**config.mk**
```make
export PLATFORM = sky130hd
export DESIGN_NAME = whc_cordic
export DESIGN_NICKNAME = d
export VERILOG_FILES = /design/src/hdl/whc_pkg.sv /design/src/hdl/whc_cordic.sv
export SDC_FILE = /design/constraint.sdc
export NUM_CORES = 1
export LEC_CHECK = 0
export BUFFER_PORTS_ARGS = -buffer_cell sky130_fd_sc_hd__buf_2
export CAP_MARGIN = 20
export CORE_MARGIN = 2
export CORE_UTILIZATION = 35
export DETAILED_ROUTE_END_ITERATION = 8
export PLACE_DENSITY = 0.58
export SYNTH_ARGS = -nofsm -noshare
export SYNTH_HDL_FRONTEND = slang
export SYNTH_SLANG_ARGS = --single-unit
```
**constraint.sdc**
```tcl
create_clock -name clk -period 7.55 [get_ports clk]
set_input_delay 2.265 -clock clk [delete_from_list [all_inputs] [get_ports clk]]
set_output_delay 2.265 -clock clk [all_outputs]
set_load 0.01 [all_outputs]
```
**src/hdl/whc_pkg.sv**
```systemverilog
// Shared constants and types for the waypoint heading controller.
// No dependencies.
package whc_pkg;
  localparam int QueueDepthDef  = 16;
  localparam int CordicStepsDef = 16;
  localparam logic signed [17:0] PiQ13     = 18'sd25736;
  localparam logic signed [17:0] TwoPiQ13  = 18'sd51472;
  localparam logic signed [17:0] HalfPiQ13 = 18'sd12868;

  typedef enum logic [2:0] {
    ST_NO_WP   = 3'd0,
    ST_TRACK   = 3'd1,
    ST_REACHED = 3'd2,
    ST_DONE    = 3'd3,
    ST_ACCEPT  = 3'd4,
    ST_NO_POSE = 3'd5,
    ST_FULL    = 3'd6
  } status_t;

  localparam logic [2:0] REG_POS_TOL  = 3'd0;
  localparam logic [2:0] REG_HEAD_TOL = 3'd1;
  localparam logic [2:0] REG_LIN_MAX  = 3'd2;
  localparam logic [2:0] REG_ANG_GAIN = 3'd3;
  localparam logic [2:0] REG_LIN_STEP = 3'd4;

  function automatic logic signed [17:0] atan_q13(input logic [4:0] i);
    case (i)
      5'd0: atan_q13 = 18'sd6434;
      5'd1: atan_q13 = 18'sd3798;
      5'd2: atan_q13 = 18'sd2007;
      5'd3: atan_q13 = 18'sd1019;
      5'd4: atan_q13 = 18'sd511;
      5'd5: atan_q13 = 18'sd256;
      5'd6: atan_q13 = 18'sd128;
      5'd7: atan_q13 = 18'sd64;
      5'd8: atan_q13 = 18'sd32;
      5'd9: atan_q13 = 18'sd16;
      5'd10: atan_q13 = 18'sd8;
      5'd11: atan_q13 = 18'sd4;
      5'd12: atan_q13 = 18'sd2;
      5'd13: atan_q13 = 18'sd1;
      default: atan_q13 = 18'sd0;
    endcase
  endfunction
endpackage

```
**src/hdl/whc_cordic.sv**
```systemverilog
// Iterative CORDIC vectoring unit: atan2(y, x) in signed Q4.13, one step a cycle.
// Depends on whc_pkg.
module whc_cordic #(
  parameter int CordicSteps = whc_pkg::CordicStepsDef
) (
  input  logic               clk,
  input  logic               rst_n,
  input  logic               start,
  input  logic signed [33:0] y_in,
  input  logic signed [33:0] x_in,
  output logic               done,
  output logic signed [17:0] angle
);
  // growth over the steps stays below a factor of 1.65 plus one bit of headroom
  localparam int W = 37;
  logic signed [W-1:0] x_r, y_r;
  logic signed [17:0]  z_r;
  logic [4:0]          i_r;
  logic                busy_r, done_r;
  logic signed [W-1:0] xs, ys, xe, ye;

  assign xs = x_r >>> i_r;
  assign ys = y_r >>> i_r;
  assign xe = W'(x_in);
  assign ye = W'(y_in);
  assign done = done_r;
  assign angle = z_r;

  always_ff @(posedge clk) begin
    if (!rst_n) begin
      busy_r <= 1'b0;
      done_r <= 1'b0;
    end else begin
      done_r <= 1'b0;
      if (start) begin
        i_r <= '0;
        if (x_in == 0 && y_in == 0) begin
          z_r <= '0;
          done_r <= 1'b1;
        end else begin
          busy_r <= 1'b1;
          if (x_in < 0) begin
            if (y_in >= 0) begin
              x_r <= ye; y_r <= -xe; z_r <= whc_pkg::HalfPiQ13;
            end else begin
              x_r <= -ye; y_r <= xe; z_r <= -whc_pkg::HalfPiQ13;
            end
          end else begin
            x_r <= xe; y_r <= ye; z_r <= '0;
          end
        end
      end else if (busy_r) begin
        if (y_r > 0) begin
          x_r <= x_r + ys; y_r <= y_r - xs; z_r <= z_r + whc_pkg::atan_q13(i_r);
        end else begin
          x_r <= x_r - ys; y_r <= y_r + xs; z_r <= z_r - whc_pkg::atan_q13(i_r);
        end
        i_r <= i_r + 5'd1;
        if (32'(i_r) == CordicSteps - 1) begin
          busy_r <= 1'b0;
          done_r <= 1'b1;
        end
      end
    end
  end
endmodule

```
==> summary.md <==
| Metric | Value |
|---|---|
| Status | `completed` |
| Crit Reg-Reg Startpoint | `i_r[0]` |
| Final Cell Area | `just under 20,000 um^2` |
| Switching power | `approximately 3200 uW` |
| Area leader, netlist | `edfxtp_1` |
| #FFs+latches synth | `about 110` |
| Sw Share | `0.517` |
| Clk slew on worst S/H paths | `about 0.08 ns` |
| Hold depth | `2` |
| Core outline area | `50,300 um^2` |
| Critical-path maximum fanout | `34` |
| Number of synthesized flops with an enable pin | `a little under 100` |
| Fin Hold WS | `about 0.47 ns` |
| Flop-to-flop setup slack | `between 0.4 and 0.5 ns` |
| Final Setup Violations | `0` |
| Area post-placement | `19,100 um^2` |
| Vias in the first global route | `~17k` |
| Core Rows | `82` |
| Num CTS Buffers | `9` |
| VDD IR max | `~160 uV` |
| ANT nets after route | `0` |
| Top_reg_cell synth | `edfxtp_1` |
| Clock Tree Root | `clkbuf_16` |
| Leak | `0.00742 uW` |
| Global route overflow | `0` |
| Antenna violations before repair | `2` |
| CP endpoint | `y_r[36]` |
| Htree depth | `3` |
| Via count | `~18k` |
| Layout net count | `2,316` |
| Synth Warn # | `0` |
| Post-Synthesis Cells | `2,112` |
| # IOs | `90` |
| Setup Skew | `0.0144 ns` |
| Worst hold-check path type | `register to register` |
| Max-cap check violation count | `0` |
| Die X-Extent | `about 230 um` |
| Area Overhead vs Synth | `8.92%` |
| Post-synthesis cell area | `around 18,000 um^2` |
| Internal power | `about 3000 uW` |
| WP data required | `between 7 and 8 ns` |
| Total track usage | `0.281` |
| Hold_buf cts | `0` |
| Final period util | `0.942` |
| Largest cells by area after synthesis | `edfxtp_1 16%, mux4_2 12%, ha_1 7.1%` |
| Die Ht | `between 200 and 250 um` |
| Final std cells w/o fill | `between 2k and 3k` |
| Global-route wire length before repair | `roughly 110 mm` |
| RR Endpoint | `y_r[36]` |
| Vias per cell | `~6.5` |
| Top-area cell type share of the netlist area | `0.163` |
| TritonRoute pass-1 iters | `7` |
| Combinational share of power | `0.722` |
| Unique masters post-synth | `slightly above 90` |
| Async S/R FF share, synth | `0` |
| Share of the yosys chip area belonging to registers | `0.180` |
| Max Transition Viols Final | `0` |
| Pwr Total | `~6300 uW` |
| DRT Wirelength | `around 75 mm` |
| Cell Chain, Critical Path | `buf_12 -> buf_4 -> mux4_2 -> mux2i_2 -> mux2i_2 -> o32a_4 -> nor4_4 -> nand4_2 -> nor3_1 -> buf_4 -> and3_1 -> a21oi_1 -> xor2_1 -> a21oi_1 -> ha_1 -> a21o_1 -> a221o_1 -> nand2_1 -> nand2b_1 -> a221oi_2 -> o21bai_1 -> a211oi_1 -> xnor2_1 -> mux2_2` |
| Max Freq | `about 140 MHz` |
| Placed insts | `between 2k and 3k` |
| DRC viols | `0` |
| Clk_lat worst skew | `slightly above 0.4 ns` |
| Syn nets | `between 2k and 2.5k` |
| CTS tree | `yes` |
| Worst slew pin tran | `about 1.1 ns` |
| CP Launch Type | `register` |
| WS Path Type | `register to register` |
| Post-DP HPWL | `58.5 mm` |
| Slowest stage cell, crit path | `mux4_2` |
| Final hold viol count | `0` |
| Final setup TNS | `0 ns` |
| Average instance area after synthesis | `roughly 8.5 um^2` |
| Reg2reg path depth | `24` |
| Clock sinks | `112` |
| CP Launch Point | `i_r[0]` |
| Max_slew headroom | `0.237` |
| CP peak stage delay | `between 0.6 and 0.7 ns` |
| Arrival @ worst endpoint | `7.28 ns` |
| Seq pwr share | `0.194` |
| Clock buffer depth | `2` |
| CP Capture Type | `register` |
| Die Area | `~53,000 um^2` |
| DR WL/cell | `roughly 27 um` |
| Cell Pwr Density | `~320 nW/um^2` |
| Crit path time final | `7.11 ns` |
| Clock power share | `0.084` |
| Layout cell share with drive strength beyond 1 | `0.152` |
| Largest net degree at the start of global routing | `between 80 and 90` |
| I/O Buffers | `around 90` |
| RSZ-0062 raised after global routing | `false` |
| RePlAce Congestion | `about 1.0` |
| 1st-iter DRT viols | `2,030` |
| Initial Util | `0.355` |
-- logic make-up (layout without fill, tap and decap cells) --
group / after synthesis / count (layout) / share of synthesized area
AO/OA/AOI/OAI: 656 / 656 / 0.238
multiplexers: 205 / 205 / 0.187
AND/OR/NAND/NOR: 641 / 641 / 0.174
adder cells (fa/ha/maj): 104 / 104 / 0.0741
XOR/XNOR: 208 / 208 / 0.102
other: 0 / 1 / 0
flip-flops: 112 / 112 / 0.180
buffers and inverters: 186 / 220 / 0.0450
-- synthesized netlist by cell type, types with 10 or more instances --
library cell / number
nand2_1: 206
o21ai_0: 166
o31ai_1: 27
o22ai_1: 11
mux2_2: 28
inv_1: 52
xor2_1: 106
a211oi_1: 20
mux4_2: 99
a21o_1: 44
nor2_1: 151
clkbuf_1: 66
a21oi_1: 152
mux2i_1: 76
a31oi_1: 26
dfxtp_1: 15
buf_1: 32
o21bai_1: 11
nand3_1: 44
nor2b_1: 26
xnor2_1: 102
nand2b_1: 22
or3_1: 19
and3_1: 21
nor3_1: 48
ha_1: 101
nor4_1: 21
buf_2: 20
nand4_1: 12
o211ai_1: 70
a22oi_1: 10
or4_1: 11
o21a_1: 22
edfxtp_1: 97
and2_1: 26
-- metal layers --
layer,vias up,GRT usage,routed length (um),share of wire
li1,8139,-,-,-
met1,8856,0.393,32500,0.43
met2,1012,0.416,32000,0.43
met3,186,0.0613,7180,0.096
met4,0,0.118,3300,0.044
met5,-,0,0,0
-- power by group through the flow --
stage	combinational [uW]	clock, uW	sequential (uW)
final	4520	527	1210
after detailed placement	4380	0	1200
after floorplan	3190	0	1050
after CTS	4420	539	1190
after global placement	4360	0	1200
after global routing	4920	555	1210
-- cell type report --
cell class / instances / area (um^2)
antenna: 1 / 2.50
clock buffer: 9 / 225
clock inverter: 7 / 68.8
fill: 5156 / 30800
inverter: 55 / 206
multi-input combinational: 1814 / 13900
sequential: 112 / 3210
tap: 672 / 841
timing repair buffer: 149 / 986
-- critical path: cells and delay by family, from the launching register on --
family / cells / cell delay, ns
AO/OA/AOI/OAI: 8 / 2.20
XOR/XNOR: 2 / 0.28
adder cells (fa/ha/maj): 1 / 0.32
buffers and inverters: 3 / 0.77
flip-flops: 1 / 0.38
multiplexers: 4 / 1.52
AND/OR/NAND/NOR: 6 / 1.37
-- worst min path at each step --
stage | from | slack (ns) | endpoint
final | busy_r | 0.47 | busy_r
after global routing | busy_r | 0.51 | busy_r
after CTS | busy_r | 0.47 | busy_r
after detailed placement | busy_r | 0.46 | busy_r
after global placement | busy_r | 0.46 | busy_r
after floorplan | busy_r | 0.44 | busy_r
-- placed cells by master, fill, tap and decap left out, types with 87 or more instances in the layout --
| master | instances |
|---|---|
| a21oi_1 | 151 |
| buf_2 | 87 |
| xor2_1 | 105 |
| xnor2_1 | 101 |
| mux4_2 | 99 |
| edfxtp_1 | 97 |
| nand2_1 | 205 |
| nor2_1 | 150 |
| o21ai_0 | 166 |
| ha_1 | 101 |
-- per-stage QoR --
stage / utilization / setup WS [ns]
after global placement: 0.380 / 0.0737
after global routing: 0.387 / 0.00870
after CTS: 0.386 / 0.0865
final: 0.387 / 0.435
after detailed placement: 0.380 / 0.0271
after floorplan: - / 0.100
-- what timing repair did --
item,in CTS,in global routing
setup buffers,0,0
pin swaps,0,0
endpoints found under the setup margin,1,6
gates cloned,0,0
resized for setup,1,9
No activity file was read; power rests on OpenSTA's default activity.
